`src/rtl/hidkr_pkg.sv`:
```
// Package for the HID boot keyboard report tracker.
// Shared constants, codes and types; no dependencies.
package hidkr_pkg;

  localparam int SLOT_COUNT    = 6;
  localparam int KEY_SLOTS_DEF = 6;
  localparam int USAGE_W       = 8;

  typedef logic [USAGE_W-1:0] usage_t;
  typedef logic [7:0]         mod_bits_t;

  // Modifier usages 0xE0..0xE7 share the top five bits
  localparam logic [4:0] MOD_PREFIX = 5'b11100;
  localparam usage_t     USAGE_NONE = '0;

  localparam logic ACT_KEY_EVENT   = 1'b0;
  localparam logic ACT_RELEASE_ALL = 1'b1;

  localparam logic KIND_REPORT      = 1'b0;
  localparam logic KIND_RELEASE_ALL = 1'b1;

  typedef struct packed {
    logic   action;
    usage_t key_code;
    logic   pressed;
  } key_item_t;

  typedef struct packed {
    logic emit;
    logic kind;
  } upd_ctl_t;

endpackage

```
`src/rtl/hidkr_if.sv`:
```
// Channel interfaces: key event items in, report items out.
// Depends on hidkr_pkg.
interface hidkr_key_if
  import hidkr_pkg::*;
();
  logic   valid;
  logic   ready;
  logic   action;
  usage_t key_code;
  logic   pressed;

  modport source (output valid, action, key_code, pressed, input ready);
  modport sink (input valid, action, key_code, pressed, output ready);
endinterface

interface hidkr_report_if
  import hidkr_pkg::*;
();
  logic      valid;
  logic      ready;
  logic      report_kind;
  mod_bits_t modifier_bits;
  usage_t    slot_0;
  usage_t    slot_1;
  usage_t    slot_2;
  usage_t    slot_3;
  usage_t    slot_4;
  usage_t    slot_5;

  modport source (output valid, report_kind, modifier_bits,
                  slot_0, slot_1, slot_2, slot_3, slot_4, slot_5, input ready);
  modport sink (input valid, report_kind, modifier_bits,
                slot_0, slot_1, slot_2, slot_3, slot_4, slot_5, output ready);
endinterface

```
`src/rtl/hidkr_in_reg.sv`:
```
// Input register for key event items.
// Depends on hidkr_pkg and hidkr_key_if.
module hidkr_in_reg
  import hidkr_pkg::*;
(
  input  logic        clk,
  input  logic        rst_n,
  hidkr_key_if.sink   in_key,
  input  logic        take,
  output logic        item_valid,
  output key_item_t   item
);

  logic      valid_r;
  logic      valid_nxt;
  key_item_t item_r;

  assign in_key.ready = !valid_r || take;
  assign valid_nxt    = in_key.valid || (valid_r && !take);

  always_ff @(posedge clk) begin
    if (!rst_n) begin
      valid_r <= 1'b0;
    end else begin
      valid_r <= valid_nxt;
    end
  end

  always_ff @(posedge clk) begin
    if (in_key.valid && in_key.ready) begin
      item_r <= '{action: in_key.action, key_code: in_key.key_code,
                  pressed: in_key.pressed};
    end
  end

  assign item_valid = valid_r;
  assign item       = item_r;

endmodule

```
`src/rtl/hidkr_update.sv`:
```
// Next-state logic: modifier byte and key slots for one item.
// Depends on hidkr_pkg.
module hidkr_update
  import hidkr_pkg::*;
#(
  parameter int KEY_SLOTS = KEY_SLOTS_DEF
) (
  input  key_item_t item,
  input  mod_bits_t mods,
  input  usage_t    keys [KEY_SLOTS],
  output mod_bits_t mods_nxt,
  output usage_t    keys_nxt [KEY_SLOTS],
  output upd_ctl_t  ctl
);

  logic      is_mod;
  mod_bits_t mod_bit;
  mod_bits_t mod_new;
  logic      any_match;
  logic      any_empty;
  logic      seen_match;
  logic      seen_empty;
  logic      code_zero;

  assign code_zero = (item.key_code == USAGE_NONE);
  assign is_mod    = (item.key_code[7:3] == MOD_PREFIX);
  assign mod_bit   = mod_bits_t'(1) << item.key_code[2:0];
  assign mod_new   = item.pressed ? (mods | mod_bit) : (mods & ~mod_bit);

  always_comb begin
    mods_nxt   = mods;
    keys_nxt   = keys;
    ctl        = '{emit: 1'b0, kind: KIND_REPORT};
    any_match  = 1'b0;
    any_empty  = 1'b0;
    seen_match = 1'b0;
    seen_empty = 1'b0;
    for (int i = 0; i < KEY_SLOTS; i++) begin
      any_match = any_match | (keys[i] == item.key_code);
      any_empty = any_empty | (keys[i] == USAGE_NONE);
    end
    if (item.action == ACT_RELEASE_ALL) begin
      mods_nxt = '0;
      for (int i = 0; i < KEY_SLOTS; i++) begin
        keys_nxt[i] = USAGE_NONE;
      end
      ctl = '{emit: 1'b1, kind: KIND_RELEASE_ALL};
    end else if (code_zero) begin
      ctl.emit = 1'b0;
    end else if (is_mod) begin
      mods_nxt = mod_new;
      ctl.emit = (mod_new != mods);
    end else if (item.pressed) begin
      // slots are packed from the front, so the first empty one takes the key
      if (!any_match && any_empty) begin
        for (int i = 0; i < KEY_SLOTS; i++) begin
          if (keys[i] == USAGE_NONE && !seen_empty) begin
            keys_nxt[i] = item.key_code;
          end
          seen_empty = seen_empty | (keys[i] == USAGE_NONE);
        end
        ctl.emit = 1'b1;
      end
    end else begin
      if (any_match) begin
        for (int i = 0; i < KEY_SLOTS; i++) begin
          seen_match = seen_match | (keys[i] == item.key_code);
          if (seen_match) begin
            keys_nxt[i] = (i + 1 < KEY_SLOTS) ? keys[(i + 1) % KEY_SLOTS] : USAGE_NONE;
          end
        end
        ctl.emit = 1'b1;
      end
    end
  end

endmodule

```
`src/rtl/hid_keyboard_report_tracker_top.sv`:
```
// Top level of the HID boot keyboard report tracker.
// Depends on hidkr_pkg, hidkr_if, hidkr_in_reg and hidkr_update.
//
//   channel     dir  handshake    payload
//   in_key      in   valid/ready  action, key_code, pressed
//   out_report  out  valid/ready  report_kind, modifier_bits, slot_0..slot_5
//
// One item per cycle while out_report is not stalled. An accepted item is held in
// the input register, then applied to the state, gated only by room in the output
// register, which takes the report if the item emits one.
// Synchronous active-low reset empties both registers and clears all slots.
// A stalled result holds the pipe; the input register still takes one item.
module hid_keyboard_report_tracker_top
  import hidkr_pkg::*;
#(
  parameter int KEY_SLOTS = KEY_SLOTS_DEF
) (
  input  logic            clk,
  input  logic            rst_n,
  hidkr_key_if.sink       in_key,
  hidkr_report_if.source  out_report
);

  logic      item_valid;
  key_item_t item;
  logic      fire;

  mod_bits_t mods_r;
  mod_bits_t mods_nxt;
  usage_t    keys_r   [KEY_SLOTS];
  usage_t    keys_nxt [KEY_SLOTS];
  upd_ctl_t  ctl;

  logic      out_valid_r;
  logic      out_valid_nxt;
  logic      out_kind_r;
  mod_bits_t out_mods_r;
  usage_t    out_slots_r [SLOT_COUNT];
  usage_t    slot_src    [SLOT_COUNT];

  hidkr_in_reg u_in_reg (
    .clk        (clk),
    .rst_n      (rst_n),
    .in_key     (in_key),
    .take       (fire),
    .item_valid (item_valid),
    .item       (item)
  );

  hidkr_update #(
    .KEY_SLOTS (KEY_SLOTS)
  ) u_update (
    .item     (item),
    .mods     (mods_r),
    .keys     (keys_r),
    .mods_nxt (mods_nxt),
    .keys_nxt (keys_nxt),
    .ctl      (ctl)
  );

  assign fire          = item_valid && (!out_valid_r || out_report.ready);
  assign out_valid_nxt = fire ? ctl.emit : (out_valid_r && !out_report.ready);

  always_ff @(posedge clk) begin
    if (!rst_n) begin
      mods_r      <= '0;
      out_valid_r <= 1'b0;
      for (int i = 0; i < KEY_SLOTS; i++) begin
        keys_r[i] <= USAGE_NONE;
      end
    end else begin
      out_valid_r <= out_valid_nxt;
      if (fire) begin
        mods_r <= mods_nxt;
        keys_r <= keys_nxt;
      end
    end
  end

  for (genvar g = 0; g < SLOT_COUNT; g++) begin : g_slot
    if (g < KEY_SLOTS) begin : g_used
      assign slot_src[g] = keys_nxt[g];
    end else begin : g_unused
      assign slot_src[g] = USAGE_NONE;
    end
  end

  always_ff @(posedge clk) begin
    if (fire && ctl.emit) begin
      out_kind_r  <= ctl.kind;
      out_mods_r  <= mods_nxt;
      out_slots_r <= slot_src;
    end
  end

  assign out_report.valid         = out_valid_r;
  assign out_report.report_kind   = out_kind_r;
  assign out_report.modifier_bits = out_mods_r;
  assign out_report.slot_0        = out_slots_r[0];
  assign out_report.slot_1        = out_slots_r[1];
  assign out_report.slot_2        = out_slots_r[2];
  assign out_report.slot_3        = out_slots_r[3];
  assign out_report.slot_4        = out_slots_r[4];
  assign out_report.slot_5        = out_slots_r[5];

endmodule

```
`src/flat_wrapper.sv`:
```
// flat-port wrapper written by rule: the top's interface ports become plain ports
module hid_keyboard_report_tracker_top_flat import hidkr_pkg::*;
#(
  parameter int KEY_SLOTS = KEY_SLOTS_DEF
)
  (clk, rst_n, in_key_valid, in_key_action, in_key_key_code, in_key_pressed, in_key_ready, out_report_valid, out_report_report_kind, out_report_modifier_bits, out_report_slot_0, out_report_slot_1, out_report_slot_2, out_report_slot_3, out_report_slot_4, out_report_slot_5, out_report_ready);
  hidkr_key_if in_key_i ();
  hidkr_report_if out_report_i ();
  input  logic clk;
  input  logic rst_n;
  input wire logic [$bits(in_key_i.valid)-1:0] in_key_valid;
  input wire logic [$bits(in_key_i.action)-1:0] in_key_action;
  input wire logic [$bits(in_key_i.key_code)-1:0] in_key_key_code;
  input wire logic [$bits(in_key_i.pressed)-1:0] in_key_pressed;
  output wire logic [$bits(in_key_i.ready)-1:0] in_key_ready;
  output wire logic [$bits(out_report_i.valid)-1:0] out_report_valid;
  output wire logic [$bits(out_report_i.report_kind)-1:0] out_report_report_kind;
  output wire logic [$bits(out_report_i.modifier_bits)-1:0] out_report_modifier_bits;
  output wire logic [$bits(out_report_i.slot_0)-1:0] out_report_slot_0;
  output wire logic [$bits(out_report_i.slot_1)-1:0] out_report_slot_1;
  output wire logic [$bits(out_report_i.slot_2)-1:0] out_report_slot_2;
  output wire logic [$bits(out_report_i.slot_3)-1:0] out_report_slot_3;
  output wire logic [$bits(out_report_i.slot_4)-1:0] out_report_slot_4;
  output wire logic [$bits(out_report_i.slot_5)-1:0] out_report_slot_5;
  input wire logic [$bits(out_report_i.ready)-1:0] out_report_ready;
  assign in_key_i.valid = in_key_valid;
  assign in_key_i.action = in_key_action;
  assign in_key_i.key_code = in_key_key_code;
  assign in_key_i.pressed = in_key_pressed;
  assign in_key_ready = in_key_i.ready;
  assign out_report_valid = out_report_i.valid;
  assign out_report_report_kind = out_report_i.report_kind;
  assign out_report_modifier_bits = out_report_i.modifier_bits;
  assign out_report_slot_0 = out_report_i.slot_0;
  assign out_report_slot_1 = out_report_i.slot_1;
  assign out_report_slot_2 = out_report_i.slot_2;
  assign out_report_slot_3 = out_report_i.slot_3;
  assign out_report_slot_4 = out_report_i.slot_4;
  assign out_report_slot_5 = out_report_i.slot_5;
  assign out_report_i.ready = out_report_ready;
  hid_keyboard_report_tracker_top #(.KEY_SLOTS(KEY_SLOTS)) u_core (.clk(clk), .rst_n(rst_n), .in_key(in_key_i), .out_report(out_report_i));
endmodule
```
`config.mk`:
```
export PLATFORM = sky130hd
export DESIGN_NAME = hid_keyboard_report_tracker_top_flat
export DESIGN_NICKNAME = d
export VERILOG_FILES = /design/src/rtl/hidkr_pkg.sv /design/src/rtl/hidkr_if.sv /design/src/rtl/hidkr_in_reg.sv /design/src/rtl/hidkr_update.sv /design/src/rtl/hid_keyboard_report_tracker_top.sv /design/src/flat_wrapper.sv
export SDC_FILE = /design/constraint.sdc
export NUM_CORES = 1
export LEC_CHECK = 0
export ABC_CLOCK_PERIOD_IN_PS = 3600
export BUFFER_PORTS_ARGS = -buffer_cell sky130_fd_sc_hd__buf_2
export CAP_MARGIN = 5
export CELL_PAD_IN_SITES_DETAIL_PLACEMENT = 0
export CELL_PAD_IN_SITES_GLOBAL_PLACEMENT = 1
export CORE_MARGIN = 5
export CORE_UTILIZATION = 40
export DETAILED_ROUTE_END_ITERATION = 10
export GPL_ROUTABILITY_DRIVEN = 0
export PLACE_DENSITY_LB_ADDON = 0.1
export SYNTH_ARGS = -nofsm -noshare
export SYNTH_HDL_FRONTEND = slang
export SYNTH_SLANG_ARGS = --single-unit
```
`constraint.sdc`:
```
create_clock -name clk -period 3.6 [get_ports clk]
set_input_delay 0.18 -clock clk [delete_from_list [all_inputs] [get_ports clk]]
set_output_delay 0.18 -clock clk [all_outputs]
set_load 0.05 [all_outputs]
```
Word-level counts from Yosys, hierarchy flattened
Cells that the tools add are included.

operators by class
  reduce and logical (&&, ||, !) cells = 31
  mux-type cells = 29
  shift operators = 1
  equality and inequality tests = 8
  bitwise operators = 13

operators by type and width
  operator               number
  $mux W48               6
  $mux W8                15
  $logic_not A8 Y1       7
  $eq A8 B8 Y1           6
  $logic_and A1 B1 Y1    11
  $logic_not A1 Y1       10
  $or A1 B1 Y1           10
  $and A8 B8 Y8          1
  $mux W1                8
  $ne A8 B8 Y1           1
  $not A8 Y8             1
  $or A8 B8 Y8           1
  $shl A1 B3 Y8 const A  1
  $eq A5 B5 Y1 const B   1
  $logic_or A1 B1 Y1     3

word-level totals
  flip-flop bits (word level) = 125

Longest topological paths before layout
  depth after elaboration = 14
  mapped depth = 10
  mapped depth without buffers = 7

Modules after synthesis
Synthesis repeated with hierarchy kept, for this count alone.

second synthesis, totals
  cell total of the unflattened synthesis = 713
  area total of the unflattened synthesis = 6841.6 µm²

modules (own cells, without submodules)
  module                           cells an instance  area each (µm²)  sequential area each (µm²)  instances
  hid_keyboard_report_tracker_top  307                3985.1           2852.7                      1
  hidkr_update                     391                2498.6           0.0                         1
  hidkr_in_reg                     15                 357.8            320.3                       1

Least setup slack after synthesis
No wires, ideal clock.

  path type = register to register
  start point = register u_core.u_in_reg.item_r, in the netlist u_core.u_in_reg.item[4]
  end point = register u_core.out_mods_r[0], in the netlist u_core.out_report.modifier_bits[0] (enable)
  data arrival time = 3.410 ns
  setup slack = -0.229 ns
  clock period less this slack = 3.829 ns
  stages on the path, launching flop included = 11
  buffers on the path = 3
  required time = 3.181 ns
  cells stage by stage = edfxtp_1 > buf_6 > buf_2 > xor2_1 > nor4_1 > nand2_1 > nand2_1 > buf_4 > nor4_1 > a311oi_1 > o21a_1

between the ends
  cells in the longest elaborated chain, start to end = 14
  elaborated cells between the ends (all ways) = 22

RTL lines
  item                        line                                   source
  start, declared             hidkr_in_reg.sv:16                     key_item_t item_r;
  start signal, assigned      hidkr_in_reg.sv:31                     item_r <= '{action: in_key.action, key_code: in_key.key_code,
  $eq A8 B8 Y1                hidkr_update.sv:39                     any_match = any_match | (keys[i] == item.key_code);
  $or A1 B1 Y1 (5 in series)  hidkr_update.sv:39
  $logic_not A1 Y1            hidkr_update.sv:55                     if (!any_match && any_empty) begin
  $logic_and A1 B1 Y1         hidkr_update.sv:55
  $mux W1                     hidkr_update.sv:55
  $mux W1                     hidkr_update.sv:53                     end else if (item.pressed) begin
  $mux W1                     hidkr_update.sv:50                     end else if (is_mod) begin
  $mux W1 *                   hidkr_update.sv:48                     end else if (code_zero) begin
  $mux W1 *                   hidkr_update.sv:42                     if (item.action == ACT_RELEASE_ALL) begin
  $logic_and A1 B1 Y1 *       hid_keyboard_report_tracker_top.sv:89  if (fire && ctl.emit) begin
  end signal, assigned        hid_keyboard_report_tracker_top.sv:91  out_mods_r <= mods_nxt;
  end, declared               hid_keyboard_report_tracker_top.sv:37  mod_bits_t out_mods_r;

Every way passes the cells marked *; elsewhere a longest branch is shown, timed or not.
A chain may end at the register's enable or synchronous reset.

Final worst setup path
  start point = register u_core.u_in_reg.item_r, in the netlist u_core.u_in_reg.item[8]
  end point = register u_core.out_slots_r, in the netlist u_core.out_report.slot_4[4] (enable)

between the ends
  cells in the longest elaborated chain, start to end = 14
  elaborated cells between the ends (all ways) = 22

RTL lines
  item                        line                                   source
  $eq A8 B8 Y1                hidkr_update.sv:39
  $or A1 B1 Y1 (5 in series)  hidkr_update.sv:39
  $logic_not A1 Y1            hidkr_update.sv:55
  $logic_and A1 B1 Y1         hidkr_update.sv:55
  $mux W1                     hidkr_update.sv:55
  $mux W1                     hidkr_update.sv:53
  $mux W1                     hidkr_update.sv:50
  $mux W1 *                   hidkr_update.sv:48
  $mux W1 *                   hidkr_update.sv:42
  $logic_and A1 B1 Y1 *       hid_keyboard_report_tracker_top.sv:89
  end signal, assigned        hid_keyboard_report_tracker_top.sv:92  out_slots_r <= slot_src;
  end, declared               hid_keyboard_report_tracker_top.sv:38  usage_t out_slots_r [SLOT_COUNT];

Marked as above.

==> flow_summary.html <==
<table>
<tr><th>Metric</th><th>Value</th></tr>
<tr><th colspan="2">Outcome</th></tr>
<tr><td>Result of the run</td><td>completed</td></tr>
<tr><th colspan="2">Placed design</th></tr>
<tr><td>Place WS</td><td>0.339 ns</td></tr>
<tr><td>DPL Wire Length</td><td>15.3 mm</td></tr>
<tr><td>IO buf count</td><td>between 70 and 80</td></tr>
<tr><th colspan="2">Clock network</th></tr>
<tr><td>Clock-pin transition on the worst setup and hold timing paths</td><td>0.06 ns</td></tr>
<tr><td>Clock latency on the worst-skew pair</td><td>around 0.42 ns</td></tr>
<tr><td>Sink Count</td><td>around 130</td></tr>
<tr><td>CTS Root Cell</td><td>sky130_fd_sc_hd__clkbuf_16</td></tr>
<tr><td>Buffer levels on the longest clock path</td><td>2</td></tr>
<tr><td>Post-CTS sizing</td><td>0</td></tr>
<tr><td>Number of buffers created by CTS</td><td>17</td></tr>
<tr><td>Post-CTS Setup Bufs</td><td>0</td></tr>
<tr><td>TritonCTS clock tree</td><td>yes</td></tr>
<tr><td>Total number of H-tree levels</td><td>4</td></tr>
<tr><th colspan="2">Yosys</th></tr>
<tr><td>Largest family of logic cells by synthesized area</td><td>compound AO/OA/AOI/OAI gates</td></tr>
<tr><td>Most used DFF post-synth</td><td>sky130_fd_sc_hd__edfxtp_1</td></tr>
<tr><td>Warnings, synthesis</td><td>0</td></tr>
<tr><td>Synth top cells by count</td><td>sky130_fd_sc_hd__edfxtp_1, sky130_fd_sc_hd__dfxtp_1, sky130_fd_sc_hd__nor2_1, sky130_fd_sc_hd__xor2_1, sky130_fd_sc_hd__nor3_1</td></tr>
<tr><td>Most area-consuming cells after synthesis</td><td>sky130_fd_sc_hd__edfxtp_1, sky130_fd_sc_hd__dfxtp_1, sky130_fd_sc_hd__xor2_1</td></tr>
<tr><td>Compound-gate portion of the synthesized area</td><td>a little over a fifth</td></tr>
<tr><td>Mux share of post-synthesis cell area</td><td>1.86%</td></tr>
<tr><td>Share of synthesized area occupied by flip-flops and latches</td><td>45.4%</td></tr>
<tr><td>Xor/xnor cell area share of the yosys netlist</td><td>6.12%</td></tr>
<tr><td>Simple-Gate Fraction of Synth Area</td><td>20.2%</td></tr>
<tr><td>Number of storage elements in the synthesis netlist</td><td>125</td></tr>
<tr><td>Number of distinct standard cells referenced by the synthesized netlist</td><td>69</td></tr>
<tr><td>Number of flops mapped to enable cells by yosys</td><td>67</td></tr>
<tr><td>Count leader, synth</td><td>sky130_fd_sc_hd__edfxtp_1</td></tr>
<tr><td>Average cell area after synthesis</td><td>9.82 sq um</td></tr>
<tr><td>Post-synth top area share</td><td>28.8%</td></tr>
<tr><td>Async set or reset register ratio after synthesis</td><td>0%</td></tr>
<tr><td>Total nets after synthesis</td><td>726</td></tr>
<tr><td>Library cell with the largest summed area after synthesis</td><td>sky130_fd_sc_hd__edfxtp_1</td></tr>
<tr><td>Post-Syn Area</td><td>0.00699 sq mm</td></tr>
<tr><td>Share of synthesized cell area in full adder, half adder and majority cells</td><td>0%</td></tr>
<tr><td>Synthesized instance count</td><td>712</td></tr>
<tr><th colspan="2">Global route</th></tr>
<tr><td>Congestion Overflow GR</td><td>0</td></tr>
<tr><td>Overall fraction of global-route tracks in use</td><td>approximately 22%</td></tr>
<tr><td>Initial antenna violation count</td><td>1</td></tr>
<tr><td>Global-route wire length before repair</td><td>34.9 mm</td></tr>
<tr><td>Pin count of the biggest net entering global routing</td><td>50</td></tr>
<tr><td>Via count of the first global-routing pass</td><td>slightly above 6000</td></tr>
<tr><th colspan="2">Pwr</th></tr>
<tr><td>Clock power share</td><td>around 47%</td></tr>
<tr><td>Net switching power</td><td>roughly 1.0 mW</td></tr>
<tr><td>Internal cell power</td><td>just under 3 mW</td></tr>
<tr><td>Total power density per cell area</td><td>469 mW/mm^2</td></tr>
<tr><td>Fraction of power spent switching nets</td><td>between 20% and 30%</td></tr>
<tr><td>Proportion of power drawn by flip-flops and latches</td><td>40.6%</td></tr>
<tr><td>Fraction of power consumed by combinational cells</td><td>between 10% and 20%</td></tr>
<tr><td>Leakage power figure</td><td>about 3.2 nW</td></tr>
<tr><td>Largest voltage drop on the vdd net</td><td>around 0.32 mV</td></tr>
<tr><th colspan="2">Detailed routing</th></tr>
<tr><td>Via density</td><td>between 6 and 7</td></tr>
<tr><td>Routed wire length per instance</td><td>21.4 um</td></tr>
<tr><td>Post-detailed-route count of antenna-violating nets</td><td>0</td></tr>
<tr><td>Iteration count of the initial detailed-routing pass</td><td>5</td></tr>
<tr><td>Sum of routed wire length over all layers</td><td>21.9 mm</td></tr>
<tr><td>Routed via count</td><td>6216</td></tr>
<tr><td>Remaining design rule violation count</td><td>0</td></tr>
<tr><td>Drt first-iter violations</td><td>614</td></tr>
<tr><th colspan="2">Die</th></tr>
<tr><td>Initial core utilization</td><td>40.5%</td></tr>
<tr><td>Site Rows</td><td>48</td></tr>
<tr><td>Total core area</td><td>0.0172 sq mm</td></tr>
<tr><td>Die extent in x</td><td>142 um</td></tr>
<tr><td>Vertical die dimension</td><td>142 um</td></tr>
<tr><td>Floorplan die area</td><td>slightly above 0.02 sq mm</td></tr>
<tr><td>I/O pins</td><td>73</td></tr>
<tr><th colspan="2">Worst setup path</th></tr>
<tr><td>CP endpoint kind</td><td>flop</td></tr>
<tr><td>Top fanout value on the critical path</td><td>32</td></tr>
<tr><td>Bufs and invs on worst path</td><td>1</td></tr>
<tr><td>Largest incremental delay on the critical path</td><td>0.80 ns</td></tr>
<tr><td>Crit path max-delay cell type</td><td>sky130_fd_sc_hd__edfxtp_1</td></tr>
<tr><td>Chain of cells forming the critical path</td><td>xor2_1 &gt; nor4_4 &gt; a22oi_4 &gt; nand3_4 &gt; or3_1 &gt; a311oi_1 &gt; o21a_2 &gt; buf_12</td></tr>
<tr><td>Crit Path Category</td><td>flop to flop</td></tr>
<tr><td>Required time of the critical path</td><td>around 3.7 ns</td></tr>
<tr><td>Critical Path Source Type</td><td>flop</td></tr>
<tr><td>Arr. time, crit path</td><td>3.41 ns</td></tr>
<tr><td>Worst path top cell family by delay</td><td>compound AO/OA/AOI/OAI gates</td></tr>
<tr><td>R2R Setup Slk</td><td>slightly above 0.3 ns</td></tr>
<tr><th colspan="2">Final layout</th></tr>
<tr><td>Share of final-layout standard cells stronger than drive strength 1</td><td>20.1%</td></tr>
<tr><td>Area added between synthesis and finish</td><td>19.3%</td></tr>
<tr><td>Number of nets in the layout</td><td>approximately 800</td></tr>
<tr><td>Number of diodes</td><td>0</td></tr>
<tr><th colspan="2">Flow run</th></tr>
<tr><td>Max-capacitance violation count</td><td>0</td></tr>
<tr><th colspan="2">Timing</th></tr>
<tr><td>Transition time at the pin with the least slew margin</td><td>~0.88 ns</td></tr>
<tr><td>Unrepaired setup endpoints after global routing</td><td>no</td></tr>
<tr><td>Crit share post-route</td><td>around 90%</td></tr>
<tr><td>Worst clock skew</td><td>between 0.007 and 0.008 ns</td></tr>
<tr><td>Final Max Tran Viols</td><td>0</td></tr>
<tr><td>Final setup fails</td><td>0</td></tr>
<tr><td>Total negative slack for setup checks</td><td>0 ns</td></tr>
<tr><td>Achievable clock frequency</td><td>304 MHz</td></tr>
<tr><td>Relative slew slack</td><td>41.1%</td></tr>
<tr><td>Hold violation count in the final report</td><td>0</td></tr>
<tr><td>Minimum clock period</td><td>3.29 ns</td></tr>
<tr><td>Setup WS post-layout</td><td>0.307 ns</td></tr>
<tr><th colspan="2">Min path</th></tr>
<tr><td>Class of the worst hold path</td><td>input port to flop</td></tr>
</table>
## routing by layer
layer | vias up | track usage [%] | part of all wire (%)
li1 | 2845 | - | -
met1 | 3048 | 31.5 | 46
met2 | 278 | 33.8 | 46
met3 | 43 | 3.97 | 5.8
met4 | 2 | 7.53 | 2.1
met5 | - | 0 | 0.059
## worst paths after layout
path	depth (start not counted)	from	endpoint
worst max-delay path	8	u_core.u_in_reg.item[8]	u_core.out_report.slot_4[4]
worst min-delay path	3	in_key_valid	u_core.u_in_reg.item_valid
worst max register to register	8	u_core.u_in_reg.item[8]	u_core.out_report.slot_4[4]
worst min register to register	2	u_core.mods_r[2]	u_core.mods_r[2]
## flip-flops by register name (all words and copies together), names as in the netlist
register,count
u_core.out_report.slot_2,8
u_core.out_report.slot_1,8
u_core.out_report.modifier_bits,8
u_core.out_report.slot_3,8
u_core.u_in_reg.item_valid,1
u_core.mods_r,8
u_core.out_report.slot_5,8
u_core.out_report.slot_4,8
u_core.u_in_reg.item,10
u_core.keys_r,48
u_core.out_report.report_kind,1
u_core.out_report.slot_0,8
u_core.out_report.valid,1
## worst min-delay path: stages
cell and delay (ns):
sky130_fd_sc_hd__buf_2 0.09, sky130_fd_sc_hd__a21oi_1 0.04, sky130_fd_sc_hd__nor2b_1 0.09
## cell type report
cell class                 instances  area (sq um)
timing repair buffer             116           741
sequential                       125          3170
clock buffer                      21           470
fill                            1601          8900
tap                              225           282
inverter                          20          75.1
clock inverter                    11           164
multi-input combinational        505          3430
## per-stage QoR
step / total power [mW] / hold slack, ns / area, sq um / util (%) / cells
3_5_place_dp: 2.08 / 0.361 / 7600 / 44.1 / 981
2_1_floorplan: 1.95 / 0.279 / 6990 / - / 712
5_1_grt: 4.04 / 0.0460 / 8340 / 48.4 / 1023
6_report: 3.91 / 0.0155 / 8340 / 48.4 / 1023
3_3_place_gp: 2.07 / 0.359 / 7600 / 44.1 / 981
4_1_cts: 3.93 / 0.0103 / 8340 / 48.4 / 1023
## power groups by stage
| stage | clock network, mW | registers (mW) | logic, mW |
|---|---|---|---|
| 2_1_floorplan | 0 | 1.71 | 0.235 |
| 3_3_place_gp | 0 | 1.62 | 0.458 |
| 3_5_place_dp | 0 | 1.62 | 0.460 |
| 4_1_cts | 1.87 | 1.59 | 0.471 |
| 5_1_grt | 1.95 | 1.59 | 0.504 |
| 6_report | 1.85 | 1.59 | 0.471 |
## placed cells by master, fill, tap and decap left out, drive strengths merged, types with 4 or more instances in the layout
| cell type | netlist | layout |
|---|---|---|
| a211oi | 32 | 32 |
| a21boi | 12 | 12 |
| a21o | 4 | 4 |
| a21oi | 39 | 39 |
| a221o | 8 | 8 |
| a22o | 15 | 15 |
| a2bb2oi | 9 | 9 |
| a311oi | 5 | 5 |
| a31oi | 4 | 4 |
| a41oi | 4 | 4 |
| and2 | 15 | 15 |
| buf | 22 | 106 |
| bufinv | 0 | 4 |
| clkbuf | 40 | 21 |
| clkinv | 1 | 6 |
| dfxtp | 58 | 58 |
| dlygate4sd3 | 0 | 10 |
| edfxtp | 67 | 67 |
| inv | 19 | 19 |
| mux2i | 13 | 13 |
| nand2 | 41 | 41 |
| nand2b | 4 | 4 |
| nand3 | 12 | 12 |
| nand4 | 4 | 4 |
| nor2 | 58 | 58 |
| nor2b | 4 | 4 |
| nor3 | 43 | 43 |
| nor3b | 11 | 11 |
| nor4 | 31 | 31 |
| o21ai | 20 | 20 |
| o21bai | 4 | 4 |
| o221ai | 5 | 5 |
| o22ai | 5 | 5 |
| o32ai | 4 | 4 |
| o41ai | 5 | 5 |
| or4 | 10 | 10 |
| xor2 | 48 | 48 |
## repair_timing
item	4_1_cts	5_1_grt
endpoints found under the hold margin	10	0
hold buffers	10	0
endpoints found under the setup margin	0	0
## cell families (layout without fill, tap and decap cells)
| kind of cell | count (synthesis) | count (layout) |
|---|---|---|
| XOR/XNOR | 48 | 48 |
| AO/OA/AOI/OAI | 197 | 197 |
| flip-flops | 125 | 125 |
| AND/OR/NAND/NOR | 247 | 247 |
| multiplexers | 13 | 13 |
| buffers and inverters | 82 | 168 |
Note: power is estimated with default switching activity, not from simulation.
